$ cat src/hw/rtl/kcts_ram.sv
`timescale 1ns / 1ps

module kcts_ram #(
  parameter int WIDTH = 8,
  parameter int DEPTH = 16
) (
  input  logic                     clk,
  input  logic                     we,
  input  logic [$clog2(DEPTH)-1:0] waddr,
  input  logic [WIDTH-1:0]         wdata,
  input  logic                     re,
  input  logic [$clog2(DEPTH)-1:0] raddr,
  output logic [WIDTH-1:0]         rdata
);

  logic [WIDTH-1:0] mem [DEPTH];
  logic [WIDTH-1:0] rdata_r;

  always_ff @(posedge clk) begin
    if (we) begin
      mem[waddr] <= wdata;
    end
    if (re) begin
      rdata_r <= mem[raddr];
    end
  end

  assign rdata = rdata_r;

endmodule

$ cat config.mk
export PLATFORM = sky130hd
export DESIGN_NAME = kcts_ram
export DESIGN_NICKNAME = d
export VERILOG_FILES = /design/src/hw/rtl/kcts_ram.sv
export SDC_FILE = /design/constraint.sdc
export NUM_CORES = 1
export LEC_CHECK = 0
export BUFFER_PORTS_ARGS = -buffer_cell sky130_fd_sc_hd__buf_4
export CORE_UTILIZATION = 29
export DETAILED_ROUTE_END_ITERATION = 10
export PLACE_DENSITY = 0.46
export SYNTH_ARGS = -nofsm -noshare
export SYNTH_HDL_FRONTEND = slang
export SYNTH_SLANG_ARGS = --single-unit
$ cat constraint.sdc
create_clock -name clk -period 1.9 [get_ports clk]
set_input_delay 0.19 -clock clk [delete_from_list [all_inputs] [get_ports clk]]
set_output_delay 0.19 -clock clk [all_outputs]
set_load 0.005 [all_outputs]
==> flow_summary_export.csv, run 1 <==
group,metric,value,unit
status,outcome,"completed",
global_route,first_global_vias,2658,
detailed_routing,num_vias,2451,
hold_path,holdPathEnd,"mem[15][6]",
sta,post-route-min-period,1490,ps
power,share_comb_of_total_power,4.9,%
floorplan,initial_core_util,29.9,%
synthesis,synthXorXnorAreaFrac,0,%
cts,cts_root_buf,"clkbuf_16",
cts,cts_tree,"built",
sta,whs,86.5,ps
detailed_routing,routed_via_density,4.66,
detailed_routing,top_layer,"met4",
layout,num_antenna_cells,0,
layout,fill_cells,1579,
setup_path,worstPathArrival,1650,ps
cts,clkSinkCount,136,
synthesis,ys_top_cells_by_area,"edfxtp_1 78%, mux4_2 7.8%, mux4_1 7.0%",
layout,post-route-util,36.8,%
setup_path,reg2reg_depth,3,
setup_path,crit_fanout,1,
setup_path,timing.rr.start,"mem[2][4]",
cts,numCtsBuffers,17,
layout,instances_no_fill,526,
synthesis,netlist_area,5230,µm²
sta,slew_headroom,68.7,%
hold_path,min_path_cells,1,
setup_path,rrSetupSlack,410,ps
layout,fin_nets,307,
setup_path,reg2reg_to,"rdata[4]",
placement,dpl.cell_count,494,
global_route,grt_use_total,13.3,%
sta,max_freq,0.669,GHz
detailed_routing,drt-initial-drc-count,164,
synthesis,syn-instance-count,229,
sta,tightest_slew,469,ps
setup_path,critPathCaptureType,"flop",
sta,finalHoldViolations,0,
synthesis,synth_top_family_by_area,"multiplexers",
synthesis,yosysTopAreaCell,"edfxtp_1",
power,vdd_drop_max,0.000610,V
synthesis,synth.net_count,248,
layout,areaGrowthSynthToFinish,23.2,%
layout,fin_area,6440,µm²
power,p_int,5.70,mW
placement,io_buffers,26,
detailed_routing,wl_per_cell,20.9,µm
placement,pre_cts_ws,164,ps
setup_path,worstSetupPathType,"reg -> reg",
hold_path,min-delay-start,"wdata[6]",
synthesis,ys_seq_area_share,78.1,%
hold_path,min_path_type,"in -> reg",
detailed_routing,wl,11.0,mm
layout,drive_above_1_share,31.2,%
floorplan,dieWidth,136,µm
power,leakagePower,2.17,nW
detailed_routing,ant_nets,0,
power,p_clk_share,46.8,%
power,seqPwrFrac,48.3,%
detailed_routing,firstDrtPassIters,4,
synthesis,synthMuxAreaShare,14.8,%
cts,cts_setup_buffers,0,
sta,finClkSkew,5.81,ps
floorplan,die_h,136,µm
sta,slew_viol_final,0,
synthesis,yosys.area_share.simple,3.14,%
detailed_routing,wl_met2,5.41,mm
power,swShare,19.0,%
global_route,antenna_found_initial,0,
setup_path,critPathLaunchType,"flop",
cts,insertion_delay,410,ps
floorplan,rows,48,
floorplan,pin_count,27,
cts,cts_hold_buffers,0,
power,total_power,7.04,mW
detailed_routing,wl_met3,563,µm
placement,dp_hpwl,7.27,mm
detailed_routing,route.detailed.drc,0,
placement,routabilityCongestion,0.662,
synthesis,synth-compound-area-share,2.30,%
cts,cts.repair.resized,0,
floorplan,core-area,17500,µm²
power,p_per_area,1090,nW/µm²
cts,htreeDepth,4,
synthesis,ys.flop_type,"edfxtp_1",
synthesis,synthArstFlopShare,0,%
global_route,grt_overflow,0,
global_route,grt_first_pass_wirelength,16.6,mm
synthesis,yosysTopAreaCellShare,78.1,%
synthesis,synth_fa_ha_area_share,0,%
synthesis,synth.most_common_cell,"edfxtp_1",
synthesis,ys_ff_latch,136,
sta,setup_tns,0,ps
synthesis,synth_edf_count,136,
cts,clkTransAtPathRegs,50,ps
detailed_routing,drt-met1-wl,4.89,mm
cts,clockBufferDepth,2,
synthesis,syn_avg_cell_area,22.8,µm²
global_route,grt_max_degree,17,
setup_path,critPathRequiredTime,2050,ps
synthesis,yosys_warnings,0,
sta,rsz0062_at_grt,"false",
sta,setup-violations-final,0,
synthesis,synth_commonest_cells,"136 x edfxtp_1, 18 x mux4_2, 16 x a22oi_1, 14 x mux4_1, 13 x nor2_1",
sta,period_share,78.7,%
sta,setup_ws,405,ps
placement,placed_area,5850,µm²
synthesis,yosysUniqueCellTypes,18,
power,p_switching,1.34,mW
floorplan,dieArea,18600,µm²
run,drv_cap,0,
==> worst max-delay path, cell delays in order (launching register included) <==
cell and delay, ps:
edfxtp_1 360, mux4_2 470, a22oi_1 310, nand2_1 100
==> power by group through the flow <==
stage                     logic, mW  clock network [mW]  registers (mW)
final                         0.345                3.29            3.40
after global routing          0.375                3.49            3.41
after CTS                     0.356                3.36            3.40
after floorplan               0.171                   0            3.46
after global placement        0.350                   0            3.46
after detailed placement      0.354                   0            3.46
==> sequential cells by signal (all words and copies together) (netlist names) <==
signal	count
mem	128
rdata	8
==> worst max path at each step <==
stage	cells after the start	to	from
final	3	rdata[4]	mem[2][4]
after CTS	3	rdata[4]	mem[3][4]
after floorplan	2	mem[0][0]	waddr[2]
after global routing	3	rdata[2]	mem[1][2]
after global placement	5	rdata[3]	raddr[0]
after detailed placement	6	rdata[5]	raddr[0]
==> area by class of cell <==
class	instances	area, µm²	area share [%]
clock inverter	13	159	2.47
sequential	136	4080	63.4
multi-input combinational	83	1060	16.4
tap	225	282	4.37
timing repair buffer	50	425	6.61
clock buffer	19	433	6.72
==> cell families (layout without fill, tap and decap cells) <==
logic type	Yosys count	count (layout)
mux	32	32
buf+inv	10	82
simple gates	35	35
compound gates	16	16
flops	136	136
==> layout by cell type, fill, tap and decap left out, types with 2 or more instances in the layout <==
cell | netlist | routed
nor3_1 | 4 | 4
buf_12 | 0 | 4
nor2_1 | 13 | 13
nand2_1 | 9 | 9
mux4_1 | 14 | 14
nand2b_1 | 2 | 2
clkbuf_1 | 0 | 2
clkbuf_16 | 0 | 17
a22oi_1 | 16 | 16
clkinv_1 | 0 | 5
bufinv_16 | 0 | 4
clkinv_2 | 0 | 4
nand3b_1 | 2 | 2
edfxtp_1 | 136 | 136
mux4_2 | 18 | 18
buf_4 | 1 | 46
==> routing by layer <==
layer / global-route usage (%) / vias up
met3: 4.18 / 10
met1: 16.9 / 1279
met5: 0 / -
li1: - / 1098
met2: 21.1 / 64
met4: 5.19 / 0
No activity file was read; power rests on OpenSTA's default activity.
==> inputs of run 2 (changes only) <==
--- a/config.mk
+++ b/config.mk
@@ -8,7 +8,7 @@
 export BUFFER_PORTS_ARGS = -buffer_cell sky130_fd_sc_hd__buf_4
 export CORE_UTILIZATION = 29
 export DETAILED_ROUTE_END_ITERATION = 10
-export PLACE_DENSITY = 0.46
+export PLACE_DENSITY = 0.47
 export SYNTH_ARGS = -nofsm -noshare
 export SYNTH_HDL_FRONTEND = slang
 export SYNTH_SLANG_ARGS = --single-unit
==> constraint.sdc (replaced) <==
create_clock -name clk -period 1.21 [get_ports clk]
set_input_delay 0.121 -clock clk [delete_from_list [all_inputs] [get_ports clk]]
set_output_delay 0.121 -clock clk [all_outputs]
set_load 0.005 [all_outputs]
==> flow_summary_export.csv, run 2 (same netlist as run 1, synthesis figures left out) <==
group,metric,value,unit
floorplan,initial_core_util,29.9,%
cts,clkSinkCount,136,
sta,period_share,115,%
sta,tightest_slew,862,ps
layout,instances_no_fill,528,
status,outcome,"complete, but fails checks",
hold_path,holdPathEnd,"mem[12][2]",
hold_path,min_path_cells,1,
setup_path,reg2reg_depth,3,
placement,routabilityCongestion,0.697,
floorplan,pin_count,27,
detailed_routing,route.detailed.drc,0,
detailed_routing,ant_nets,0,
layout,fin_area,6520,µm²
setup_path,rrSetupSlack,-180,ps
sta,whs,30.0,ps
layout,multi_input_area,1080,µm²
sta,post-route-min-period,1390,ps
setup_path,worstPathArrival,1540,ps
cts,clkTransAtPathRegs,50,ps
placement,placed_area,5930,µm²
global_route,grt_first_pass_wirelength,16.4,mm
sta,finalHoldViolations,0,
layout,final_common_cell,"edfxtp_1",
setup_path,startpoint,"mem[4][5]",
setup_path,critPathLaunchType,"flop",
layout,post-route-util,37.3,%
setup_path,crit_fanout,1,
placement,dp_hpwl,7.41,mm
sta,rsz0062_at_grt,"true",
detailed_routing,drt-initial-drc-count,231,
setup_path,critPathCaptureType,"flop",
layout,num_antenna_cells,0,
power,leakagePower,2.13,nW
power,seqPwrFrac,49.2,%
setup_path,reg2reg_to,"rdata[5]",
floorplan,rows,48,
sta,max_freq,0.721,GHz
setup_path,critPathRequiredTime,1360,ps
power,p_int,8.77,mW
cts,cts_hold_buffers,0,
layout,final-seq-area,4080,µm²
global_route,first_global_vias,2601,
cts,cts_root_buf,"clkbuf_16",
hold_path,min-delay-start,"wdata[2]",
sta,setup_tns,-1270,ps
power,p_clk_share,45.4,%
setup_path,worstSetupPathType,"reg -> reg",
sta,setup-violations-final,8,
layout,areaGrowthSynthToFinish,24.8,%
layout,largest_register,"mem",
hold_path,min_path_type,"in -> reg",
global_route,antenna_found_initial,0,
global_route,grt_max_degree,17,
layout,layout_common_cells,"136 x edfxtp_1, 48 x buf_4, 32 x mux4_2, 17 x clkbuf_16, 10 x nor2_1",
power,share_comb_of_total_power,5.4,%
detailed_routing,num_vias,2451,
cts,cts_tree,"built",
placement,pre_cts_ws,-475,ps
cts,htreeDepth,4,
sta,setup_ws,-177,ps
power,swShare,19.3,%
run,drv_cap,0,
floorplan,core-area,17500,µm²
global_route,grt_overflow,0,
placement,io_buffers,26,
global_route,grt_use_total,12.9,%
power,p_per_area,1670,nW/µm²
layout,largest_reg_flops,128,
detailed_routing,wl_per_cell,20.4,µm
sta,slew_viol_final,0,
sta,finClkSkew,5.70,ps
detailed_routing,firstDrtPassIters,4,
sta,slew_headroom,42.4,%
power,total_power,10.9,mW
layout,fill_cells,1588,
layout,fin_nets,313,
power,p_switching,2.10,mW
cts,insertion_delay,400,ps
floorplan,die_h,136,µm
layout,drive_above_1_share,42.2,%
status,violations,"setup timing",
setup_path,timing.rr.start,"mem[4][5]",
floorplan,dieWidth,136,µm
cts,numCtsBuffers,17,
power,vdd_drop_max,0.000798,V
detailed_routing,routed_via_density,4.64,
cts,clockBufferDepth,2,
detailed_routing,wl,10.8,mm
placement,dpl.cell_count,500,
floorplan,dieArea,18600,µm²
-- run 2: what timing repair did --
item                                    CTS  global route
endpoints found under the setup margin    8             8
resized for setup                         7             1
pin swaps                                 6             5
buffers inserted                          0             0
-- run 2: power by group through the flow --
stage	sequential [mW]	combinational [mW]	clock (mW)
4_1_cts	5.34	0.609	5.00
3_5_place_dp	5.44	0.593	0
2_1_floorplan	5.43	0.297	0
6_report	5.34	0.592	4.93
3_3_place_gp	5.44	0.590	0
5_1_grt	5.35	0.645	5.19
-- run 2: layout make-up --
type / instances / area share [%]
well taps: 225 / 4.32
clock buffers: 18 / 6.58
multi-input cells: 83 / 16.5
clock inverters: 10 / 2.03
flip-flops and latches: 136 / 62.6
repair buffers: 56 / 7.98
-- run 2: routing by layer --
metal  GRT usage [%]  part of all wire [%]
met2            19.7                    48
met1            17.5                    48
met4            5.00                   1.1
met5               0                     0
met3            3.47                   3.7
-- run 2: worst max-delay path by stage --
| stage | end | slack [ps] | depth (start not counted) |
|---|---|---|---|
| CTS | rdata[5] | -190 | 3 |
| detailed placement | rdata[6] | -470 | 5 |
| floorplan | rdata[1] | -110 | 5 |
| finish | rdata[5] | -180 | 3 |
| global route | rdata[2] | -260 | 3 |
| global placement | rdata[6] | -470 | 5 |
-- run 2: critical path: stages (launching register included) --
cell and delay [ps]:
edfxtp_1 380, mux4_2 510, a22oi_2 170, nand2_1 70
