--- src/hw/rtl/kcts_pkg.sv ---
`timescale 1ns / 1ps

package kcts_pkg;

  // Table geometry: one memory row holds every way of a bin; bin count is a power of two.
  localparam int BINS  = 4096;
  localparam int WAYS  = 4;
  localparam int BIN_W = $clog2(BINS);
  localparam int WAY_W = (WAYS > 1) ? $clog2(WAYS) : 1;
  localparam int KEY_W = 64;
  localparam int CNT_W = 32;
  localparam int POS_W = 32;

  localparam logic [5:0] WS_RESET = 6'd21;

  localparam logic OP_INSERT = 1'b0;
  localparam logic OP_SCAN   = 1'b1;

  localparam logic [1:0] ST_OK       = 2'd0;
  localparam logic [1:0] ST_BAD_BASE = 2'd1;
  localparam logic [1:0] ST_BIN_FULL = 2'd2;

  localparam logic [7:0] CH_T = 8'h54;
  localparam logic [7:0] CH_C = 8'h43;
  localparam logic [7:0] CH_G = 8'h47;
  localparam logic [7:0] CH_A = 8'h41;
  localparam logic [7:0] CH_N = 8'h4E;

  typedef struct packed {
    logic             used;
    logic [KEY_W-1:0] key;
    logic [CNT_W-1:0] count;
  } slot_t;

  typedef slot_t [WAYS-1:0] row_t;

  typedef struct packed {
    logic             hit;
    logic [WAY_W-1:0] hit_way;
    logic [CNT_W-1:0] count;
    logic             free;
    logic [WAY_W-1:0] free_way;
  } probe_t;

  typedef struct packed {
    logic             valid;
    logic             bad;
    logic [POS_W-1:0] pos;
  } roll_res_t;

  function automatic logic [BIN_W-1:0] bin_of(input logic [KEY_W-1:0] key);
    bin_of = key[BIN_W-1:0];
  endfunction

endpackage

--- src/hw/rtl/kcts_probe.sv ---
`timescale 1ns / 1ps

module kcts_probe (
  input  logic                        clk,
  input  kcts_pkg::row_t              row,
  input  logic [kcts_pkg::KEY_W-1:0]  key,
  output kcts_pkg::probe_t            res
);

  kcts_pkg::probe_t probe_nxt;
  kcts_pkg::probe_t probe_r;

  // Lowest matching way and lowest free way win.
  always_comb begin
    probe_nxt = '0;
    for (int w = kcts_pkg::WAYS - 1; w >= 0; w--) begin
      if (row[w].used && (row[w].key == key)) begin
        probe_nxt.hit     = 1'b1;
        probe_nxt.hit_way = kcts_pkg::WAY_W'(w);
        probe_nxt.count   = row[w].count;
      end
      if (!row[w].used) begin
        probe_nxt.free     = 1'b1;
        probe_nxt.free_way = kcts_pkg::WAY_W'(w);
      end
    end
  end

  always_ff @(posedge clk) begin
    probe_r <= probe_nxt;
  end

  assign res = probe_r;

endmodule

--- config.mk ---
export PLATFORM = sky130hd
export DESIGN_NAME = kcts_probe
export DESIGN_NICKNAME = d
export VERILOG_FILES = /design/src/hw/rtl/kcts_pkg.sv /design/src/hw/rtl/kcts_probe.sv
export SDC_FILE = /design/constraint.sdc
export NUM_CORES = 1
export LEC_CHECK = 0
export BUFFER_PORTS_ARGS = -buffer_cell sky130_fd_sc_hd__buf_4
export CAP_MARGIN = 30
export CORE_AREA = 2 2 190 192
export DETAILED_ROUTE_END_ITERATION = 8
export DIE_AREA = 0 0 192 194
export REMOVE_ABC_BUFFERS = 1
export SLEW_MARGIN = 20
export SYNTH_ARGS = -nofsm -noshare
export SYNTH_HDL_FRONTEND = slang
export SYNTH_SLANG_ARGS = --single-unit
--- constraint.sdc ---
create_clock -name clk -period 2.28 [get_ports clk]
set_input_delay 0.456 -clock clk [delete_from_list [all_inputs] [get_ports clk]]
set_output_delay 0.456 -clock clk [all_outputs]
set_load 0.02 [all_outputs]
==> results of run 1 <==
-- Yosys cell counts, types with 3 or more instances --
| library cell | number |
|---|---|
| nor2_1 | 36 |
| nor3_1 | 4 |
| buf_2 | 8 |
| a222oi_1 | 3 |
| dlymetal6s2s_1 | 3 |
| and3_1 | 27 |
| xnor2_1 | 151 |
| nand2b_1 | 23 |
| nor4_1 | 21 |
| nand3_1 | 38 |
| inv_2 | 4 |
| buf_6 | 10 |
| dfxtp_1 | 38 |
| clkbuf_1 | 8 |
| nand4_1 | 42 |
| and3_2 | 6 |
| nor2b_1 | 13 |
| xor2_1 | 59 |
| a22oi_1 | 3 |
| and4_1 | 3 |
| a2111o_1 | 4 |
| inv_1 | 55 |
| nor4_2 | 3 |
| a21oi_1 | 3 |
| a221oi_2 | 31 |
| o22ai_1 | 7 |
| o2111ai_1 | 7 |
| nand2_1 | 37 |
-- area by class of cell --
class | instances | share of cell area, %
Tap cell | 461 | 5.035
Antenna cell | 1 | 0.02184
Inverter | 59 | 1.955
Multi-Input combinational cell | 543 | 39.59
Sequential cell | 38 | 6.640
Timing Repair Buffer | 648 | 45.54
Clock buffer | 6 | 1.212
-- per-layer routing --
layer | up-vias | part of all wire [%]
met5 | - | 0
met4 | 0 | 3.1
met3 | 48 | 6.3
met2 | 396 | 51
met1 | 3502 | 40
li1 | 3601 | -
-- cell families (layout without fill, tap and decap cells) --
family                 count (synthesis)  count (layout)  synth area share (%)
XOR/XNOR                             211             211                 34.71
buffers and inverters                 93             713                 8.801
AO/OA/AOI/OAI                         72              72                 15.03
flip-flops                            38              38                 14.23
other                                  0               1                     0
AND/OR/NAND/NOR                      260             260                 27.22
-- where the power goes --
group	switching, uW	total [uW]	internal (uW)	leakage, uW
clock	272	695	423	0.0000688
sequential	0.652	667	666	0.000307
combinational	664	1630	967	0.00481
total	936	2990	2060	0.00519
-- per-stage QoR --
step	utilization (%)	power (uW)	setup TNS (ns)	hold WS, ns	worst slack (ns)
4_1_cts	31.76	2993	-5.739	0.3790	-0.2158
2_1_floorplan	-	1115	-21.24	0.5299	-0.6849
5_1_grt	32.52	3135	-7.181	0.3769	-0.2498
3_5_place_dp	29.87	2234	-22.75	0.6719	-0.7028
3_3_place_gp	29.87	2233	-24.09	0.6743	-0.7398
6_report	32.52	2994	-6.316	0.3811	-0.2396
-- layout by cell type, fill, tap and decap left out, types with 17 or more instances in the layout --
| cell | synthesis | final |
|---|---|---|
| buf_4 | 2 | 610 |
| xnor2_1 | 151 | 142 |
| xor2_1 | 59 | 58 |
| inv_1 | 55 | 54 |
| nand4_1 | 42 | 42 |
| dfxtp_1 | 38 | 38 |
| nor2_1 | 36 | 36 |
| nand2_1 | 37 | 36 |
| a221oi_2 | 31 | 32 |
| nand3_1 | 38 | 28 |
| nand2b_1 | 23 | 23 |
| and3_4 | 0 | 17 |
-- what timing repair did --
action | CTS | global route
resized for setup | 69 | 38
endpoints found under the setup margin | 35 | 35
pin swaps | 37 | 15
cloned | 2 | 6
buffers inserted | 12 | 6
hold buffers | 0 | 0
-- how the worst min path moves through the flow --
stage	startpoint	end	slack, ns
after floorplan	row[96]	res[2]	0.53
after global placement	row[96]	res[2]	0.67
after detailed placement	row[96]	res[2]	0.67
after CTS	row[387]	res[1]	0.38
after global routing	row[387]	res[1]	0.38
final	row[387]	res[1]	0.38
==> metrics.md, run 1 <==
| Metric | Value |
|---|---|
| Status | `complete, but fails checks` |
| Failing checks | `negative setup slack` |
| Iteration-0 DRC count of the detailed router | `241` |
| Post-route clock period utilization | `110.5%` |
| CP Capture Type | `flip-flop` |
| GRT overflow | `0` |
| Total GRT Usage | `19.33%` |
| Sequential cell area | `760.7 um2` |
| Area contributors post-synth | `xnor2_1 25%, dfxtp_1 14%, xor2_1 9.7%, a221oi_2 8.7%, nand4_1 4.9%` |
| Number of instances in the placed design | `1727` |
| Worst path bufs/invs | `2` |
| Antenna-violating nets left | `0` |
| Clock Tree Buf Depth | `2` |
| H-Tree Depth | `2` |
| Leakage Power | `0.005187 uW` |
| First-pass GRT wire length | `51.50 mm` |
| Hpwl dp | `33.36 mm` |
| Residual DRC | `0` |
| CP dominant cell by count | `nand4_1` |
| Antenna violations before repair | `1` |
| CP Max Fanout | `53` |
| Fin cells | `1756` |
| Row cnt | `69` |
| Worst path required time | `2.46 ns` |
| Nets | `1748` |
| Setup ws final | `-0.2396 ns` |
| Max reg flops | `38` |
| Worst-path clk slew | `0.06 ns` |
| Clock root buffer | `clkbuf_16` |
| Syn. warnings | `0` |
| WP data arrival | `2.70 ns` |
| Wirelength per Cell | `22.38 um` |
| Synth Instances | `674` |
| Top Ports | `491` |
| Chip Width | `192 um` |
| Synthesized area per cell | `7.930 um2` |
| Clock sinks | `38` |
| # setup viols final | `33` |
| Hold WC Path Type | `primary input to flip-flop` |
| Num CTS Buffers | `5` |
| Final wirelength | `39.29 mm` |
| Pins Over Slew Limit | `0` |
| Setup crit end | `res[17]` |
| Post-synth ARST share | `0%` |
| Largest net degree at the start of global routing | `54` |
| Final hold violations | `0` |
| Cell Area, Synth | `0.005345 mm2` |
| Area share of the largest cell type after synthesis | `24.74%` |
| Max Cap Viol | `0` |
| Delay-heaviest family, CP | `simple AND/OR/NAND/NOR gates` |
| #FFs+latches synth | `38` |
| PwrDens | `261.3 mW/mm2` |
| Starting Density | `15.17%` |
| Met2 GRT Util | `35.81%` |
| Crit. path cell count | `9` |
| F_max | `396.9 MHz` |
| Top FF cell, synth | `dfxtp_1` |
| Core ar. | `0.03522 mm2` |
| RSZ-0062 raised after global routing | `yes` |
| Hold-critical path depth | `2` |
| Router iterations before antenna repair | `5` |
| Multi-input gate area | `0.004536 mm2` |
| Fill count | `3770` |
| Worst-Margin Slew | `0.4684 ns` |
| Setup CP Type | `primary input to flip-flop` |
| Post-synth EDFFs | `0` |
| Final Critical Period | `2.520 ns` |
| Maximum VDD drop | `0.2576 mV` |
| Slowest-stage cell, CP | `or4_4` |
| Layout cells sized above 1 | `58.96%` |
| Critical path cell sequence | `buf_6, xnor2_2, nand4_1, nor4_1, nand4_1, or4_4, buf_12, and3_1, a221oi_2` |
| Die area | `0.03725 mm2` |
| CTS tree | `done` |
| Final Cell Area | `0.01146 mm2` |
| Relative slew slack | `68.48%` |
| Vias in the first global route | `7785` |
| Port buffer count | `490` |
| Met1 GRT Util | `22.77%` |
| Overall die height | `194 um` |
| Cell Area, Placed | `0.01052 mm2` |
| Largest area contributor in the netlist | `xnor2_1` |
| CP Launch Point | `key[43]` |
| Worst setup SP type | `primary input` |
| Via density | `4.298` |
| GP Congestion | `0.9439` |
| Met3 GRT Util | `3.023%` |
| Seq/Total Area, Yosys | `14.23%` |
| Worst path max stage delay | `0.62 ns` |
| Layout area overhead | `114.3%` |
| DR vias | `7547` |
| Busiest layer in global routing | `met2` |
| Count of cell types in the netlist | `50` |
(Power assumes the default switching activity.)
==> run 2: changes to the inputs <==
- BUFFER_PORTS_ARGS: -buffer_cell sky130_fd_sc_hd__buf_4 -> -buffer_cell sky130_fd_sc_hd__clkbuf_2
==> metrics.md, run 2 (synthesis gave the netlist of run 1 again) <==
| Metric | Value |
|---|---|
| H-Tree Depth | `2 (unchanged)` |
| Starting Density | `15.17% (unchanged)` |
| Pins Over Slew Limit | `0 (unchanged)` |
| Router iterations before antenna repair | `4 (-1)` |
| GP Congestion | `0.9940 (+5.3%)` |
| CP Capture Type | `flip-flop` |
| Met3 GRT Util | `2.389% (-0.63 points)` |
| Fin cells | `1758 (+0.11%)` |
| Max Cap Viol | `0 (unchanged)` |
| Num CTS Buffers | `5 (unchanged)` |
| Hold-critical path depth | `2 (unchanged)` |
| Commonest non-fill, non-tap cell in the layout | `clkbuf_2` |
| Nets | `1747 (-0.057%)` |
| Worst Hold End | `res[2]` |
| Worst setup SP type | `primary input` |
| Port buffer count | `490 (unchanged)` |
| Layout area overhead | `99.34%` |
| Most frequent cells in the layout | `474 x clkbuf_2, 137 x xnor2_1, 123 x buf_4, 59 x xor2_1, 53 x inv_1` |
| Max reg flops | `38 (unchanged)` |
| Layout cells sized above 1 | `62.16% (+3.2 points)` |
| PwrDens | `266.9 mW/mm2 (+2.1%)` |
| Via density | `4.380 (+1.9%)` |
| Final Critical Period | `2.536 ns (+0.01630 ns)` |
| Total GRT Usage | `19.68% (+0.36 points)` |
| Met1 GRT Util | `23.48% (+0.70 points)` |
| Status | `complete, but fails checks` |
| Relative slew slack | `74.15% (+5.7 points)` |
| Row cnt | `69 (unchanged)` |
| F_max | `394.3 MHz (-0.64%)` |
| Core ar. | `0.03522 mm2 (unchanged)` |
| Antenna-violating nets left | `0 (unchanged)` |
| Clock Tree Buf Depth | `2 (unchanged)` |
| GRT overflow | `0 (unchanged)` |
| Maximum VDD drop | `0.2417 mV (-6.2%)` |
| # setup viols final | `34 (+3.0%)` |
| Busiest layer in global routing | `met2` |
| Largest net degree at the start of global routing | `37 (-31%)` |
| DR vias | `7700 (+2.0%)` |
| Worst-Margin Slew | `0.3865 ns (-0.08192 ns)` |
| Worst-path clk slew | `0.07 ns (about the same)` |
| Antenna violations before repair | `3 (+2)` |
| Setup ws final | `-0.2559 ns (-0.01630 ns)` |
| Chip Width | `192 um (unchanged)` |
| Overall die height | `194 um (unchanged)` |
| Worst path required time | `2.48 ns (+0.02 ns)` |
| Hold WC Path Type | `primary input to flip-flop` |
| Vias in the first global route | `7971 (+2.4%)` |
| Failing checks | `negative setup slack` |
| Hold_ws | `0.3782 ns (-0.002953 ns)` |
| Met2 GRT Util | `36.62% (+0.82 points)` |
| First-pass GRT wire length | `52.16 mm (+1.3%)` |
| Worst Min Path Start | `row[96]` |
| Final hold violations | `0 (unchanged)` |
| Residual DRC | `0 (unchanged)` |
| Setup_tns | `-6.041 ns (+0.2750 ns)` |
| Top Ports | `491 (unchanged)` |
| Die area | `0.03725 mm2 (unchanged)` |
| Wirelength per Cell | `22.93 um (+2.5%)` |
| Final wirelength | `40.31 mm (+2.6%)` |
| Hpwl dp | `32.99 mm (-1.1%)` |
| Clock sinks | `38 (unchanged)` |
| CTS tree | `done` |
| Setup CP Type | `primary input to flip-flop` |
| Number of instances in the placed design | `1725 (-0.12%)` |
| Leakage Power | `0.004995 uW (-3.7%)` |
| Post-route clock period utilization | `111.2% (+0.71 points)` |
| RSZ-0062 raised after global routing | `yes` |
| CP Max Fanout | `7 (-87%)` |
| Clock root buffer | `clkbuf_16` |
| WP data arrival | `2.73 ns (+0.03 ns)` |
| Iteration-0 DRC count of the detailed router | `358 (+49%)` |
## run 2: changes by cell type in the layout (fill, tap and decap cells not counted), moves of 7 or more
cell / change
and3_1: -7
and3_4: +9
buf_4: -487
clkbuf_2: +474
nand3_1: -15
nand3_2: +14
nor2_1: -16
nor2_2: +14
## run 2: layout make-up
class	count	area [um2]
clock inverter	2	12.51
tap	461	576.8
inverter	59	221.5
antenna	2	5.005
fill	3728	24570
multi-input combinational	543	4770
clock buffer	6	138.9
sequential	38	760.7
timing repair buffer	647	4170
## run 2: report_power, final
group	total, uW	switching (uW)	internal, uW	leakage [uW]
clock	734	300	434	0.0000729
combinational	1440	681	762	0.00462
sequential	667	0.717	666	0.000307
## run 2: worst max-delay path, cell delays in order
cell      delay, ns
buf_8          0.10
xnor2_4        0.17
nand4_1        0.21
nor4_4         0.35
nand4_1        0.12
or4_4          0.60
buf_12         0.17
buf_16         0.15
and3_4         0.17
a221oi_2       0.22
## run 2: repair_timing
| item | in CTS | in global routing |
|---|---|---|
| setup endpoints to repair | 35 | 35 |
| resized for setup | 116 | 67 |
| gates cloned | 6 | 7 |
| pin swaps | 70 | 52 |
| buffers inserted | 9 | 4 |
| hold buffers | 0 | 0 |
## run 2: how the worst max path moves through the flow
stage / startpoint / cells after the start / end / slack [ns]
2_1_floorplan: key[53] / 6 / res[10] / -0.68
3_3_place_gp: key[57] / 12 / res[6] / -0.81
3_5_place_dp: key[22] / 11 / res[19] / -0.79
4_1_cts: key[19] / 12 / res[19] / -0.25
5_1_grt: row[75] / 10 / res[8] / -0.33
6_report: row[75] / 10 / res[8] / -0.26
## run 2: stage by stage
step                area [um2]  utilization, %  power [uW]  worst slack (ns)
floorplan                 5096               -        1115           -0.6849
global placement          9256           26.28        2021           -0.8075
detailed placement        9256           26.28        2018           -0.7907
CTS                      10210           29.00        2834           -0.2466
global route             10650           30.24        2984           -0.3272
finish                   10660           30.25        2844           -0.2559
## run 2: metal layers
metal / vias to the layer above / part of all wire, %
li1: 3599 / -
met1: 3605 / 39
met2: 439 / 51
met3: 55 / 6.4
met4: 2 / 2.9
met5: - / 0.032
==> run 3: changes to the inputs <==
- CAP_MARGIN: 30 -> 15
- CELL_PAD_IN_SITES_DETAIL_PLACEMENT: default -> 1
- CELL_PAD_IN_SITES_GLOBAL_PLACEMENT: default -> 1
- PLACE_DENSITY_LB_ADDON: default -> 0.1
==> metrics.md, run 3 (synthesis gave the netlist of run 1 again) <==
| Metric | Value |
|---|---|
| PwrDens | `267.7 mW/mm2 (+0.29%)` |
| Residual DRC | `0 (unchanged)` |
| Failing checks | `negative setup slack` |
| Layout area overhead | `104.4%` |
| Setup_tns | `-6.497 ns (-0.4562 ns)` |
| Worst-path clk slew | `0.06 ns (about the same)` |
| CP Max Fanout | `8 (+1)` |
| Relative slew slack | `69.97% (-4.2 points)` |
| Setup CP Type | `primary input to flip-flop` |
| Num CTS Buffers | `5 (unchanged)` |
| Max Cap Viol | `0 (unchanged)` |
| Final Critical Period | `2.530 ns (-0.006162 ns)` |
| CTS tree | `done` |
| Commonest non-fill, non-tap cell in the layout | `clkbuf_2` |
| Number of instances in the placed design | `1727 (+0.12%)` |
| # setup viols final | `34 (unchanged)` |
| Core ar. | `0.03522 mm2 (unchanged)` |
| Chip Width | `192 um (unchanged)` |
| DR vias | `7481 (-2.8%)` |
| Total GRT Usage | `22.16% (+2.5 points)` |
| Pins Over Slew Limit | `0 (unchanged)` |
| GRT overflow | `0 (unchanged)` |
| Iteration-0 DRC count of the detailed router | `185 (-48%)` |
| Die area | `0.03725 mm2 (unchanged)` |
| Row cnt | `69 (unchanged)` |
| Pre-CTS WS | `-0.8016 ns (-0.01091 ns)` |
| Post-route clock period utilization | `111.0% (-0.27 points)` |
| Worst-Margin Slew | `0.4489 ns (+0.06242 ns)` |
| Status | `complete, but fails checks` |
| First-pass GRT wire length | `58.90 mm (+13%)` |
| Layout cells sized above 1 | `63.34% (+1.2 points)` |
| Starting Density | `15.17% (unchanged)` |
| Overall die height | `194 um (unchanged)` |
| Top Ports | `491 (unchanged)` |
| Max reg flops | `38 (unchanged)` |
| Leakage Power | `0.005157 uW (+3.2%)` |
| Hold_buf cts | `0 (unchanged)` |
| Clock Tree Buf Depth | `2 (unchanged)` |
| Maximum VDD drop | `0.2704 mV (+12%)` |
| Total power | `2925 uW (+2.8%)` |
| Clock root buffer | `clkbuf_16` |
| GP Congestion | `0.8751 (-12%)` |
| Final hold violations | `0 (unchanged)` |
| Worst setup SP type | `primary input` |
| Setup ws final | `-0.2497 ns (+0.006162 ns)` |
| Antenna violations before repair | `4 (+1)` |
| CP Capture Type | `flip-flop` |
| Hold WC Path Type | `primary input to flip-flop` |
| Largest net degree at the start of global routing | `37 (unchanged)` |
| Fin cells | `1764 (+0.34%)` |
| H-Tree Depth | `2 (unchanged)` |
| Nets | `1754 (+0.40%)` |
| Worst path required time | `2.48 ns (about the same)` |
| Cell Area, Placed | `0.009271 mm2 (+0.16%)` |
| WP data arrival | `2.73 ns (about the same)` |
| Final Cell Area | `0.01093 mm2 (+2.5%)` |
| Most frequent cells in the layout | `466 x clkbuf_2, 132 x xnor2_1, 129 x buf_4, 55 x xor2_1, 54 x inv_1` |
| Clock sinks | `38 (unchanged)` |
| RSZ-0062 raised after global routing | `yes` |
| F_max | `395.3 MHz (+0.24%)` |
| Vias in the first global route | `8432 (+5.8%)` |
| Router iterations before antenna repair | `4 (unchanged)` |
| Hpwl dp | `36.33 mm (+10%)` |
| Antenna-violating nets left | `0 (unchanged)` |
| Final wirelength | `43.54 mm (+8.0%)` |
| Port buffer count | `490 (unchanged)` |
| Wirelength per Cell | `24.68 um (+7.7%)` |
| Via density | `4.241 (-3.2%)` |
run 3: report_power, final:
| group | internal [uW] | leakage, uW | total, uW | switching [uW] |
|---|---|---|---|---|
| sequential | 666 | 0.000307 | 667 | 0.680 |
| clock | 541 | 0.0000830 | 838 | 298 |
| combinational | 752 | 0.00477 | 1420 | 667 |
run 3: worst paths after layout:
path	startpoint	to	slack (ns)	cells after the start
worst min-delay path	row[103]	res[9]	0.40	3
worst max-delay path	key[0]	res[34]	-0.25	10
run 3: cell type report:
class / instances / area [um2]
Antenna cell: 2 / 5.005
Clock buffer: 6 / 138.9
Sequential cell: 38 / 760.7
Multi-Input combinational cell: 543 / 4873
Inverter: 59 / 226.5
Clock inverter: 1 / 30.03
Fill cell: 4387 / 24300
Timing Repair Buffer: 654 / 4315
Tap cell: 461 / 576.8
run 3: layer usage:
layer	GRT usage, %	vias to the layer above	share of wire, %
li1	-	3612	-
met1	24.35	3552	38
met2	44.03	296	55
met3	4.652	19	6.6
met4	2.347	2	0.92
met5	0	-	0.016
run 3: timing repair:
action	CTS	global route
cloned	9	8
gates resized for setup	116	93
setup endpoints to repair	35	35
buffers inserted	15	6
pin swaps	84	54
run 3: through the flow:
step	utilization (%)	hold WS [ns]
after floorplan	-	0.5299
after global placement	26.32	0.6994
after detailed placement	26.32	0.6965
after CTS	29.68	0.3867
after global routing	31.01	0.4045
final	31.02	0.3997
run 3: worst max-delay path: stages:
cell	delay, ns
clkbuf_2	0.14
xor2_1	0.20
nor4_1	0.32
buf_4	0.18
nand4_1	0.09
or4_4	0.57
nor2b_4	0.16
buf_12	0.16
buf_16	0.16
a221oi_4	0.28
