==> src/hw/rtl/kcts_pkg.sv <==
`timescale 1ns / 1ps

package kcts_pkg;

  // Table geometry: one memory row holds every way of a bin; bin count is a power of two.
  localparam int BINS  = 4096;
  localparam int WAYS  = 4;
  localparam int BIN_W = $clog2(BINS);
  localparam int WAY_W = (WAYS > 1) ? $clog2(WAYS) : 1;
  localparam int KEY_W = 64;
  localparam int CNT_W = 32;
  localparam int POS_W = 32;

  localparam logic [5:0] WS_RESET = 6'd21;

  localparam logic OP_INSERT = 1'b0;
  localparam logic OP_SCAN   = 1'b1;

  localparam logic [1:0] ST_OK       = 2'd0;
  localparam logic [1:0] ST_BAD_BASE = 2'd1;
  localparam logic [1:0] ST_BIN_FULL = 2'd2;

  localparam logic [7:0] CH_T = 8'h54;
  localparam logic [7:0] CH_C = 8'h43;
  localparam logic [7:0] CH_G = 8'h47;
  localparam logic [7:0] CH_A = 8'h41;
  localparam logic [7:0] CH_N = 8'h4E;

  typedef struct packed {
    logic             used;
    logic [KEY_W-1:0] key;
    logic [CNT_W-1:0] count;
  } slot_t;

  typedef slot_t [WAYS-1:0] row_t;

  typedef struct packed {
    logic             hit;
    logic [WAY_W-1:0] hit_way;
    logic [CNT_W-1:0] count;
    logic             free;
    logic [WAY_W-1:0] free_way;
  } probe_t;

  typedef struct packed {
    logic             valid;
    logic             bad;
    logic [POS_W-1:0] pos;
  } roll_res_t;

  function automatic logic [BIN_W-1:0] bin_of(input logic [KEY_W-1:0] key);
    bin_of = key[BIN_W-1:0];
  endfunction

endpackage

==> src/hw/rtl/kcts_roll.sv <==
`timescale 1ns / 1ps

module kcts_roll (
  input  logic                        clk,
  input  logic                        rst_n,
  input  logic                        step,
  input  logic                        seq_start,
  input  logic [7:0]                  base,
  input  logic [5:0]                  kmer_len,
  output kcts_pkg::roll_res_t         res,
  output logic [kcts_pkg::KEY_W-1:0]  fwd_code,
  output logic [kcts_pkg::KEY_W-1:0]  rev_code
);

  logic [kcts_pkg::KEY_W-1:0] fwd_r, rev_r;
  logic [5:0]                 fill_r;
  logic [kcts_pkg::POS_W-1:0] idx_r;

  logic [kcts_pkg::KEY_W-1:0] fwd_nxt, rev_nxt, mask, top, fwd_base, rev_base;
  logic [5:0]                 fill_nxt, fill_base, k;
  logic [kcts_pkg::POS_W-1:0] idx_nxt, idx_base;
  logic [kcts_pkg::POS_W-1:0] sum;
  logic [1:0]                 code;
  logic                       good, bad, full;

  always_comb begin
    if (kmer_len == 6'd0) begin
      k = 6'd1;
    end else if (kmer_len > 6'd32) begin
      k = 6'd32;
    end else begin
      k = kmer_len;
    end

    code = 2'd0;
    good = 1'b1;
    bad  = 1'b0;
    case (base)
      kcts_pkg::CH_T: code = 2'd0;
      kcts_pkg::CH_C: code = 2'd1;
      kcts_pkg::CH_G: code = 2'd2;
      kcts_pkg::CH_A: code = 2'd3;
      kcts_pkg::CH_N: good = 1'b0;
      default: begin
        good = 1'b0;
        bad  = 1'b1;
      end
    endcase

    fwd_base  = seq_start ? '0 : fwd_r;
    rev_base  = seq_start ? '0 : rev_r;
    fill_base = seq_start ? '0 : fill_r;
    idx_base  = seq_start ? '0 : idx_r;

    // Mask covers k bases; the complement of the new base enters at base k-1.
    for (int i = 0; i < 32; i++) begin
      mask[2*i +: 2] = (6'(i) < k) ? 2'b11 : 2'b00;
      top[2*i +: 2]  = (6'(i) == (k - 6'd1)) ? ~code : 2'b00;
    end

    full     = 1'b0;
    fill_nxt = fill_base;
    if (!good) begin
      fwd_nxt  = '0;
      rev_nxt  = '0;
      fill_nxt = '0;
    end else begin
      fwd_nxt = {fwd_base[kcts_pkg::KEY_W-3:0], code} & mask;
      rev_nxt = (((rev_base & mask) >> 2) | top) & mask;
      if (fill_base < k) begin
        fill_nxt = fill_base + 6'd1;
      end
      if (fill_nxt >= k) begin
        fill_nxt = k;
        full     = 1'b1;
      end
    end

    idx_nxt = (idx_base == '1) ? idx_base : idx_base + 1'b1;

    // index plus one wraps to zero at the saturated index, giving position zero
    sum       = idx_base + 1'b1;
    res.valid = full;
    res.bad   = bad;
    res.pos   = '0;
    if (full && (sum >= {26'd0, k})) begin
      res.pos = sum - {26'd0, k};
    end
  end

  always_ff @(posedge clk) begin
    if (!rst_n) begin
      fwd_r  <= '0;
      rev_r  <= '0;
      fill_r <= '0;
      idx_r  <= '0;
    end else if (step) begin
      fwd_r  <= fwd_nxt;
      rev_r  <= rev_nxt;
      fill_r <= fill_nxt;
      idx_r  <= idx_nxt;
    end
  end

  assign fwd_code = fwd_r;
  assign rev_code = rev_r;

endmodule

==> config.mk <==
export PLATFORM = sky130hd
export DESIGN_NAME = kcts_roll
export DESIGN_NICKNAME = d
export VERILOG_FILES = /design/src/hw/rtl/kcts_pkg.sv /design/src/hw/rtl/kcts_roll.sv
export SDC_FILE = /design/constraint.sdc
export NUM_CORES = 1
export LEC_CHECK = 0
export ABC_AREA = 0
export BUFFER_PORTS_ARGS = -buffer_cell sky130_fd_sc_hd__buf_2
export CORE_ASPECT_RATIO = 1.1
export CORE_MARGIN = 2
export CORE_UTILIZATION = 45
export CTS_CLUSTER_SIZE = 28
export DETAILED_ROUTE_END_ITERATION = 6
export PLACE_DENSITY = 0.68
export SYNTH_ARGS = -nofsm -noshare
export SYNTH_HDL_FRONTEND = slang
export SYNTH_SLANG_ARGS = --single-unit
==> constraint.sdc <==
create_clock -name clk -period 12.5 [get_ports clk]
set_clock_uncertainty 0.1 [all_clocks]
set_input_delay 2.5 -clock clk [delete_from_list [all_inputs] [get_ports clk]]
set_output_delay 2.5 -clock clk [all_outputs]
set_load 0.01 [all_outputs]
==> key figures, run 1 <==
Status
  • Status: complete, no violations

Cells and area
  • Final nets: 1456
  • Core Util, Final: 0.526
  • Layout cells sized above 1: 0.204
  • Area Overhead vs Synth: 14.5%
  • FILL cells: 2241

Clock tree
  • Deepest clock path buffer count: 2
  • Skew-Pair Late Insertion Delay: 0.44 ns
  • CTS tree: built
  • Clock Sinks: 166
  • Post-CTS Setup Inserts: 0
  • H-tree depth: 4
  • CTS clock-pin slew for the worst setup and hold paths: 0.07 ns
  • CTS buffer count: 17
  • CTS Root Buffer Type: clkbuf_16
  • # hold bufs at CTS: 0
  • Post_cts resized: 0

Timing
  • Setup TNS: 0 ns
  • Part of the cycle the worst path needs: 0.839
  • Max Clk Rate: 95.4 MHz
  • Relative slew margins: 0.261
  • Final Slew Violations: 0
  • RSZ-0062 raised after global routing: no
  • Setup violators final: 0
  • Hold Vio Cnt, Final: 0
  • Post-layout min period: 10.48 ns
  • Worst-Margin Slew: 1.09 ns

Power
  • Switching Share: 0.297
  • Overall Power: 1.23 mW
  • Net Sw Power: 0.366 mW
  • Logic gate share of total power: 0.119
  • Cell Pwr Density: 103 nW/µm²
  • Sequential share of power: 0.436
  • Pleak: 4.55 nW
  • Pint: 0.867 mW
  • Part of the power in the clock network: 0.445
  • Maximum vdd drop: 0.0780 mV

Logic synthesis
  • Top cell type's share of synthesized area: 0.317
  • FF+latch count, synth: 166
  • Yosys warns: 0
  • Mapped Nets: 1349
  • Seq/Total Area, Yosys: 0.317
  • Post-synth EDFFs: 0
  • Synth area leaders: dfxtp_1 (32%), nor2b_1 (6.3%), a22oi_1 (6.0%)
  • Mapped cell area: 10500 µm²
  • Syn Area/Cell: 8.01 µm²
  • Synth area leader: dfxtp_1
  • Netlist cell types: 97
  • Synth Instances: 1311
  • Commonest register cell after synthesis: dfxtp_1
  • Share of synthesized registers carrying an async set or reset: 0

GRT
  • GRT overflow: 0
  • Vias in the first global route: 9882
  • First-pass GRT wire length: 54.6 mm
  • Pin count of the biggest net entering global routing: 102
  • Antenna violations before repair: 1
  • Tot GR Track Use: 0.283

Floorplan
  • # rows: 58
  • I/O pin cnt: 180
  • Starting Density: 0.459
  • Core area: 22900 µm²
  • Die W: 150 µm
  • Total die area: 24600 µm²
  • Die height: 164 µm

Critical path
  • CP arrival: 7.88 ns
  • Crit path launch type: input pin
  • Critical path required time: 9.90 ns
  • CP max FO: 23
  • Reg2Reg Setup Slack: 8.53 ns
  • Critical Path End Type: output pin
  • Crit Path Class: input pin to output pin

Route
  • Vias per cell: 6.12
  • Routed WL: 35.1 mm
  • DRT iter0 DRCs: 925
  • Final ANT Viol Nets: 0
  • # DRC: 0
  • Routed len/inst: 20.3 µm
  • DRT Pass-1 Iters: 7
  • Via count: 10600

Placement
  • Final Wtd Congestion: 0.959
  • Buffers on Ports: 179
  • Post-DP HPWL: 25.1 mm

Job
  • Maxcap violations: 0

Hold path
  • Hold Crit Class: register to register
[area by class of cell]
type / count / area [µm²] / area share
Clock inverter: 15 / 185 / 0.0154
Multi-Input combinational cell: 1022 / 6640 / 0.553
Sequential cell: 166 / 3320 / 0.277
Timing Repair Buffer: 189 / 976 / 0.0812
Antenna cell: 1 / 2.50 / 0.000208
Inverter: 22 / 85.1 / 0.00708
Clock buffer: 17 / 425 / 0.0354
Tap cell: 300 / 375 / 0.0312
[placed cells by master (no fill, tap or decap), drive strengths merged, types with 26 or more instances in the layout]
cell type	netlist	layout
nor2b	105	105
nand2	84	84
and2	39	39
buf	29	189
o21ai	67	67
nand3	34	34
dfxtp	166	166
a22oi	84	84
xnor2	32	32
a32oi	26	26
o2bb2ai	30	30
nor2	153	153
nor3	41	41
inv	18	26
a21oi	63	63
[flip-flops by register name, indices dropped and copies added, names as in the netlist]
register and count:
fill_r 6, fwd_code 64, idx_r 32, rev_code 64
[logic make-up after synthesis]
logic type / synth area share
simple gates: 0.294
compound gates: 0.269
flops: 0.317
buf+inv: 0.0506
mux: 0.00787
xor+xnor: 0.0375
fa+ha+maj: 0.0246
[path summary, 6_finish.rpt]
path / start / endpoint / depth (start not counted)
worst max register to register: idx_r[0]$_SDFFE_PN0P_ / idx_r[18]$_SDFFE_PN0P_ / 10
worst max-delay path: kmer_len[3] / res[12] / 17
worst min register to register: fill_r[5]$_SDFFE_PN0P_ / fill_r[5]$_SDFFE_PN0P_ / 1
worst min-delay path: fill_r[5]$_SDFFE_PN0P_ / fill_r[5]$_SDFFE_PN0P_ / 1
[metrics by stage]
stage / hold slack, ns / cell area, µm² / std cells / worst slack (ns)
2_1_floorplan: 0.347 / 10500 / 1311 / 2.57
3_3_place_gp: 0.371 / 11400 / 1699 / 2.17
3_5_place_dp: 0.370 / 11400 / 1699 / 2.09
4_1_cts: 0.393 / 12000 / 1731 / 2.06
5_1_grt: 0.406 / 12000 / 1732 / 1.57
6_report: 0.392 / 12000 / 1732 / 2.02
[routing by layer]
metal  track usage  vias up  wire, µm
met3        0.0567       87      2670
met4         0.138        0      1500
li1              -     5005         -
met5             0        -         0
met2         0.474      459     16800
met1         0.345     5052     14100
[power by group through the flow]
stage	Combinational, mW	Clock, mW	Sequential, mW
6_report	0.147	0.549	0.538
3_5_place_dp	0.144	0	0.550
2_1_floorplan	0.109	0	0.548
5_1_grt	0.158	0.578	0.539
4_1_cts	0.144	0.558	0.538
3_3_place_gp	0.143	0	0.550
[critical path, stage by stage]
cell	delay, ns
buf_2	0.20
or4_4	0.54
a21o_1	0.35
clkinv_1	0.27
ha_1	0.22
inv_1	0.06
fa_1	0.45
a211oi_1	0.31
o21bai_1	0.10
a21oi_1	0.33
nand3_1	0.17
or4b_1	0.72
nand2b_4	0.24
o31ai_4	0.69
buf_4	0.45
nor3b_1	0.11
buf_2	0.15
[cells in the mapped netlist, types with 19 or more instances]
cell / number
a21boi_0: 21
xnor2_1: 32
nor2b_1: 105
a32oi_1: 26
nor2_1: 129
a21oi_1: 59
ha_1: 19
o2bb2ai_1: 30
dfxtp_1: 166
nor3_1: 39
nor2_2: 24
and2_1: 39
clkbuf_1: 72
nand2_1: 83
nand3_1: 33
o21ai_0: 67
a22oi_1: 84
Power figures use the tool's default switching activity.
==> inputs of run 2 (changes only) <==
- PLACE_DENSITY: 0.68 -> 0.71
- clock period: 12.5 -> 8.56 ns (I/O delays scaled with it)
==> run 2 against run 1 <==
Non-clock buffer count increased by 10. Hold slack got worse by 0.017 ns. Die area unchanged. Global-route usage decreased by 0.83 points. Via count decreased by 0.27%. Clock-buffer cell count increased by 1. Register-to-register slack got worse by 3.8 ns. Power increased by 47%. Critical path depth increased by 1. Sequential share of layout area decreased by 0.21 points. Clock power increased by 47%. Sequential power increased by 46%.
==> key figures, run 2 (same netlist as run 1, synthesis figures left out) <==
Timing
  • Hold Vio Cnt, Final: 0 (unchanged)
  • RSZ-0062 raised after global routing: no (unchanged)
  • Final Slew Violations: 0 (unchanged)
  • Max Clk Rate: 122 MHz
  • Worst-Margin Slew: 1.09 ns (about the same)
  • Post-layout min period: 8.17 ns
  • Part of the cycle the worst path needs: 0.954
  • Setup TNS: 0 ns (unchanged)
  • Setup violators final: 0 (unchanged)
  • Relative slew margins: 0.268 (was 0.261)

Route
  • Final ANT Viol Nets: 0 (unchanged)
  • Routed WL: 34.4 mm (was 35.1 mm)
  • Routed len/inst: 19.8 µm (was 20.3 µm)
  • DRT Pass-1 Iters: 5 (was 7)
  • # DRC: 0 (unchanged)
  • Vias per cell: 6.07 (was 6.12)
  • DRT iter0 DRCs: 856 (was 925)
  • Via count: 10600 (about the same)

Critical path
  • Reg2reg path depth: 15 (was 10)
  • Crit Path Class: input pin to output pin (unchanged)
  • Critical Path End Type: output pin (unchanged)
  • CP Cell Sequence: buf_2 > or4_4 > a21o_1 > clkinv_1 > ha_1 > inv_1 > fa_1 > a211oi_1 > o21bai_1 > a21oi_1 > buf_4 > nand3_1 > or4b_1 > nand2b_4 > o31ai_4 > buf_12 > nor3b_1 > buf_2 (was buf_2 > or4_4 > a21o_1 > clkinv_1 > ha_1 > inv_1 > fa_1 > a211oi_1 > o21bai_1 > a21oi_1 > nand3_1 > or4b_1 > nand2b_4 > o31ai_4 > buf_4 > nor3b_1 > buf_2)
  • Most frequent CP cell: buf_2 (unchanged)
  • Slowest stage cell, crit path: or4b_1 (unchanged)
  • Critical path required time: 6.75 ns (was 9.90 ns)
  • CP max FO: 31 (was 23)
  • Max incr delay on CP: 0.70 ns (was 0.72 ns)
  • Crit path launch type: input pin (unchanged)
  • CP arrival: 6.36 ns (was 7.88 ns)

Power
  • Pleak: 4.61 nW (was 4.55 nW)
  • Maximum vdd drop: 0.136 mV (was 0.0780 mV)
  • Overall Power: 1.81 mW (was 1.23 mW)
  • Net Sw Power: 0.533 mW (was 0.366 mW)
  • Sequential share of power: 0.434 (was 0.436)
  • Logic gate share of total power: 0.120 (was 0.119)
  • Part of the power in the clock network: 0.446 (was 0.445)
  • Pint: 1.28 mW (was 0.867 mW)
  • Cell Pwr Density: 150 nW/µm² (was 103 nW/µm²)
  • Switching Share: 0.294 (was 0.297)

Hold path
  • Worst hold path depth: 2 (was 1)
  • Hold Crit Class: register to register (unchanged)

Job
  • Maxcap violations: 0 (unchanged)

Placement
  • Post-DP HPWL: 24.6 mm (was 25.1 mm)
  • Buffers on Ports: 179 (unchanged)
  • Final Wtd Congestion: 0.929 (was 0.959)
  • Placed Cells: 1709 (was 1699)

Clock tree
  • CTS tree: built (unchanged)
  • CTS buffer count: 17 (unchanged)
  • Post-CTS Setup Inserts: 0 (unchanged)
  • H-tree depth: 4 (unchanged)
  • CTS Root Buffer Type: clkbuf_16 (unchanged)
  • CTS clock-pin slew for the worst setup and hold paths: 0.08 ns (was 0.07 ns)
  • Deepest clock path buffer count: 2 (unchanged)
  • Post_cts resized: 0 (unchanged)
  • Clock Sinks: 166 (unchanged)
  • # hold bufs at CTS: 0 (unchanged)
  • Skew-Pair Late Insertion Delay: 0.44 ns (about the same)

GRT
  • GRT overflow: 0 (unchanged)
  • Tot GR Track Use: 0.275 (was 0.283)
  • First-pass GRT wire length: 53.5 mm (was 54.6 mm)
  • Antenna violations before repair: 2 (was 1)
  • Pin count of the biggest net entering global routing: 95 (was 102)
  • Vias in the first global route: 9877 (was 9882)

Floorplan
  • Die height: 164 µm (unchanged)
  • Die W: 150 µm (unchanged)
  • Core area: 22900 µm² (unchanged)
  • Starting Density: 0.459 (unchanged)
  • # rows: 58 (unchanged)
  • I/O pin cnt: 180 (unchanged)
  • Total die area: 24600 µm² (unchanged)

Cells and area
  • Final nets: 1466 (was 1456)
  • Multi-input gate area: 6640 µm² (unchanged)
  • Most frequent cells in the layout: buf_2 (177), dfxtp_1 (166), nor2_1 (129) (unchanged)
  • Layout cells sized above 1: 0.210 (was 0.204)
  • Register area: 3320 µm² (unchanged)
  • Final std cells w/o fill: 1742 (was 1732)
  • Commonest non-fill, non-tap cell in the layout: buf_2 (unchanged)
  • Area Overhead vs Synth: 15.4% (was 14.5%)
  • FILL cells: 2170 (was 2241)

Status
  • Status: complete, no violations (unchanged)
## run 2: cell count changes in the layout (fill, tap and decap cells not counted), sizes merged
cell,change
buf,+10
clkbuf,+1
clkinv,-1
## run 2: stage by stage
stage / hold WS, ns / cell area, µm² / setup slack [ns] / util
2_1_floorplan: 0.347 / 10500 / 0.202 / -
3_3_place_gp: 0.364 / 11500 / 0.577 / 0.503
3_5_place_dp: 0.367 / 11500 / 0.438 / 0.503
4_1_cts: 0.377 / 12100 / 0.419 / 0.530
5_1_grt: 0.410 / 12100 / 0.0963 / 0.530
6_report: 0.375 / 12100 / 0.391 / 0.530
## run 2: worst paths after layout
check / start / slack (ns) / to
hold / removal: fwd_code[63]$_SDFFE_PN0P_ / 0.38 / fwd_code[63]$_SDFFE_PN0P_
setup / recovery: kmer_len[3] / 0.39 / res[12]
setup reg to reg: fill_r[2]$_SDFFE_PN0P_ / 4.72 / fill_r[5]$_SDFFE_PN0P_
hold reg to reg: fwd_code[63]$_SDFFE_PN0P_ / 0.38 / fwd_code[63]$_SDFFE_PN0P_
## run 2: layout make-up
| type | count | share of cell area |
|---|---|---|
| multi-input combinational | 1022 | 0.549 |
| sequential | 166 | 0.274 |
| timing repair buffer | 199 | 0.0878 |
| clock buffer | 18 | 0.0363 |
| tap | 300 | 0.0310 |
| clock inverter | 14 | 0.0147 |
| inverter | 22 | 0.00703 |
| antenna | 1 | 0.000207 |
## run 2: critical path: cells and delay by family
family          cells  cell delay, ns
compound gates      5            1.21
buf+inv             6            1.06
fa+ha+maj           2            0.67
simple gates        5            1.68
## run 2: power groups by stage
stage	clock [mW]	sequential [mW]	combinational, mW
floorplan	0	0.800	0.160
global placement	0	0.803	0.211
detailed placement	0	0.803	0.213
CTS	0.818	0.785	0.214
global route	0.850	0.787	0.235
finish	0.808	0.786	0.217
## run 2: per-layer routing
metal | vias to the layer above | GRT usage | share of wire
met4 | 0 | 0.129 | 0.045
li1 | 5038 | - | -
met5 | - | 0 | 0
met1 | 5000 | 0.330 | 0.40
met2 | 448 | 0.465 | 0.48
met3 | 88 | 0.0603 | 0.077
==> inputs of run 3 (changes only) <==
- PLACE_DENSITY: 0.71 -> 0.68
- SETUP_SLACK_MARGIN: not set -> 0.2
- clock period: 8.56 -> 9.2 ns (I/O delays scaled with it)
==> run 3 against run 2 <==
The run now ends with DRC left. Sequential power is 7.0% lower. Register-to-register slack better by 0.60 ns. Hold slack worse by 0.0016 ns. Non-clock buffer count is 2 lower. Sequential share of layout area is 0.12 points higher. Power is 9.3% lower. First-iteration DRC count is 12% lower. Via count is 0.45% lower. Critical endpoint is now res[4]. Worst setup slack better by 0.22 ns. Die area stayed put. Largest cell class unchanged.
==> key figures, run 3 (same netlist as run 1, synthesis figures left out) <==
Status
  • Status: finished with violations (was complete, no violations)
  • Failing checks: DRC

GRT
  • Pin count of the biggest net entering global routing: 123 (was 95)
  • First-pass GRT wire length: 53.9 mm (was 53.5 mm)
  • Antenna violations before repair: 2 (unchanged)
  • GRT overflow: 0 (unchanged)
  • Tot GR Track Use: 0.277 (was 0.275)
  • Vias in the first global route: 9844 (was 9877)

Job
  • Maxcap violations: 0 (unchanged)

Critical path
  • CP Cell Sequence: buf_2 > or4_4 > a21o_1 > clkinv_1 > ha_1 > inv_1 > fa_1 > a211oi_1 > o21bai_1 > a21oi_1 > buf_4 > nand3_1 > or4b_1 > nand2b_4 > o31ai_4 > buf_12 > nor3_2 > buf_2 (was buf_2 > or4_4 > a21o_1 > clkinv_1 > ha_1 > inv_1 > fa_1 > a211oi_1 > o21bai_1 > a21oi_1 > buf_4 > nand3_1 > or4b_1 > nand2b_4 > o31ai_4 > buf_12 > nor3b_1 > buf_2)
  • Most frequent CP cell: buf_2 (unchanged)
  • Max incr delay on CP: 0.68 ns (was 0.70 ns)
  • Crit Path Class: input pin to output pin (unchanged)
  • Critical Path Stages: 18 (unchanged)
  • Reg2Reg Setup Slack: 5.32 ns (was 4.72 ns)
  • Reg2reg path depth: 11 (was 15)
  • Buf/Inv on CP: 6 (unchanged)
  • Reg-to-Reg End: idx_r[18]$_SDFFE_PN0P_ (was fill_r[5]$_SDFFE_PN0P_)
  • Crit path to: res[4] (was res[12])
  • Crit path launch type: input pin (unchanged)
  • CP startpoint: kmer_len[3] (unchanged)
  • CP arrival: 6.65 ns (was 6.36 ns)
  • Critical Path End Type: output pin (unchanged)
  • Critical path required time: 7.26 ns (was 6.75 ns)
  • Worst R2R Start: idx_r[0]$_SDFFE_PN0P_ (was fill_r[2]$_SDFFE_PN0P_)
  • CP delay by family, top: simple AND/OR/NAND/NOR gates (unchanged)
  • CP max FO: 27 (was 31)
  • Slowest stage cell, crit path: or4b_1 (unchanged)

Timing
  • Part of the cycle the worst path needs: 0.933
  • Setup ws final: 0.612 ns (was 0.391 ns)
  • Setup violators final: 0 (unchanged)
  • Max Clk Rate: 116 MHz
  • Final Slew Violations: 0 (unchanged)
  • RSZ-0062 raised after global routing: no (unchanged)
  • Setup TNS: 0 ns (unchanged)
  • Post-layout min period: 8.59 ns
  • Relative slew margins: 0.289 (was 0.268)
  • Hold Vio Cnt, Final: 0 (unchanged)
  • Hold Slack: 0.374 ns (was 0.375 ns)
  • Worst-Margin Slew: 1.06 ns (was 1.09 ns)

Floorplan
  • Core area: 22900 µm² (unchanged)
  • I/O pin cnt: 180 (unchanged)
  • Die height: 164 µm (unchanged)
  • # rows: 58 (unchanged)
  • Die W: 150 µm (unchanged)
  • Starting Density: 0.459 (unchanged)
  • Total die area: 24600 µm² (unchanged)

Clock tree
  • # hold bufs at CTS: 0 (unchanged)
  • CTS Root Buffer Type: clkbuf_16 (unchanged)
  • CTS buffer count: 17 (unchanged)
  • CTS tree: built (unchanged)
  • CTS clock-pin slew for the worst setup and hold paths: 0.07 ns (was 0.08 ns)
  • Post-CTS Setup Inserts: 0 (unchanged)
  • Skew-Pair Late Insertion Delay: 0.43 ns (was 0.44 ns)
  • H-tree depth: 4 (unchanged)
  • Deepest clock path buffer count: 2 (unchanged)
  • Post_cts resized: 0 (unchanged)
  • Clock Sinks: 166 (unchanged)

Route
  • Final ANT Viol Nets: 0 (unchanged)
  • DRT Pass-1 Iters: 7 (was 5)
  • Vias per cell: 6.05 (was 6.07)
  • Routed WL: 34.5 mm (was 34.4 mm)
  • Routed len/inst: 19.8 µm (about the same)
  • Via count: 10500 (was 10600)
  • # DRC: 24 (was 0)
  • DRT iter0 DRCs: 752 (was 856)

Power
  • Pleak: 4.59 nW (was 4.61 nW)
  • Switching Share: 0.295 (was 0.294)
  • Net Sw Power: 0.485 mW (was 0.533 mW)
  • Part of the power in the clock network: 0.432 (was 0.446)
  • Overall Power: 1.64 mW (was 1.81 mW)
  • Sequential share of power: 0.445 (was 0.434)
  • Logic gate share of total power: 0.122 (was 0.120)
  • Cell Pwr Density: 136 nW/µm² (was 150 nW/µm²)
  • Maximum vdd drop: 0.134 mV (was 0.136 mV)
  • Pint: 1.16 mW (was 1.28 mW)

Cells and area
  • # diodes: 0 (was 1)
  • Core Util, Final: 0.527 (was 0.530)
  • Fin area: 12100 µm² (about the same)
  • Layout cells sized above 1: 0.208 (was 0.210)
  • Commonest non-fill, non-tap cell in the layout: buf_2 (unchanged)
  • Final nets: 1464 (was 1466)
  • Most frequent cells in the layout: buf_2 (177), dfxtp_1 (166), nor2_1 (129) (unchanged)
  • Area Overhead vs Synth: 14.8% (was 15.4%)
  • Final std cells w/o fill: 1739 (was 1742)

Placement
  • Buffers on Ports: 179 (unchanged)
  • Final Wtd Congestion: 1.01 (was 0.929)
  • Place WS: 0.671 ns (was 0.438 ns)
  • Placed cell area: 11500 µm² (about the same)
  • Placed Cells: 1707 (was 1709)
  • Post-DP HPWL: 24.9 mm (was 24.6 mm)

Hold path
  • Hold Crit Class: register to register (unchanged)
run 3: area by class of cell:
class | instances | area [µm²]
inverter | 22 | 85.1
tap | 300 | 375
multi-input combinational | 1022 | 6650
timing repair buffer | 197 | 1050
fill | 2225 | 10800
clock buffer | 19 | 443
sequential | 166 | 3320
clock inverter | 13 | 133
run 3: per-layer routing:
layer / up-vias / routed length [µm] / global-route usage
li1: 5038 / - / -
met1: 4969 / 14000 / 0.346
met5: - / 13 / 0
met4: 2 / 1770 / 0.149
met2: 428 / 16100 / 0.451
met3: 89 / 2520 / 0.0533
run 3: worst reg2reg max path, stage by stage (launching register included):
cell	delay [ns]
dfxtp_1	0.40
nor2b_1	0.28
ha_1	0.35
and3_1	0.24
buf_4	0.19
nand4_1	0.27
nor3_1	0.43
and2_1	0.80
nor2_1	0.28
mux2i_1	0.21
o22ai_1	0.09
and2_1	0.15
run 3: worst min path at each step:
stage                              startpoint                   endpoint  slack, ns  cells past startpoint
floorplan              fill_r[1]$_SDFFE_PN0P_     fill_r[1]$_SDFFE_PN0P_       0.35                      1
global placement    fwd_code[62]$_SDFFE_PN0P_  fwd_code[62]$_SDFFE_PN0P_       0.36                      2
detailed placement     fill_r[1]$_SDFFE_PN0P_     fill_r[1]$_SDFFE_PN0P_       0.37                      1
CTS                 fwd_code[62]$_SDFFE_PN0P_  fwd_code[62]$_SDFFE_PN0P_       0.38                      2
global route           fill_r[1]$_SDFFE_PN0P_     fill_r[1]$_SDFFE_PN0P_       0.41                      1
finish              fwd_code[62]$_SDFFE_PN0P_  fwd_code[62]$_SDFFE_PN0P_       0.37                      2
run 3: power by group through the flow:
stage          combinational, mW  sequential [mW]  clock, mW
2_1_floorplan              0.148            0.744          0
3_3_place_gp               0.197            0.747          0
3_5_place_dp               0.199            0.747          0
4_1_cts                    0.199            0.731      0.720
5_1_grt                    0.218            0.732      0.749
6_report                   0.201            0.731      0.710
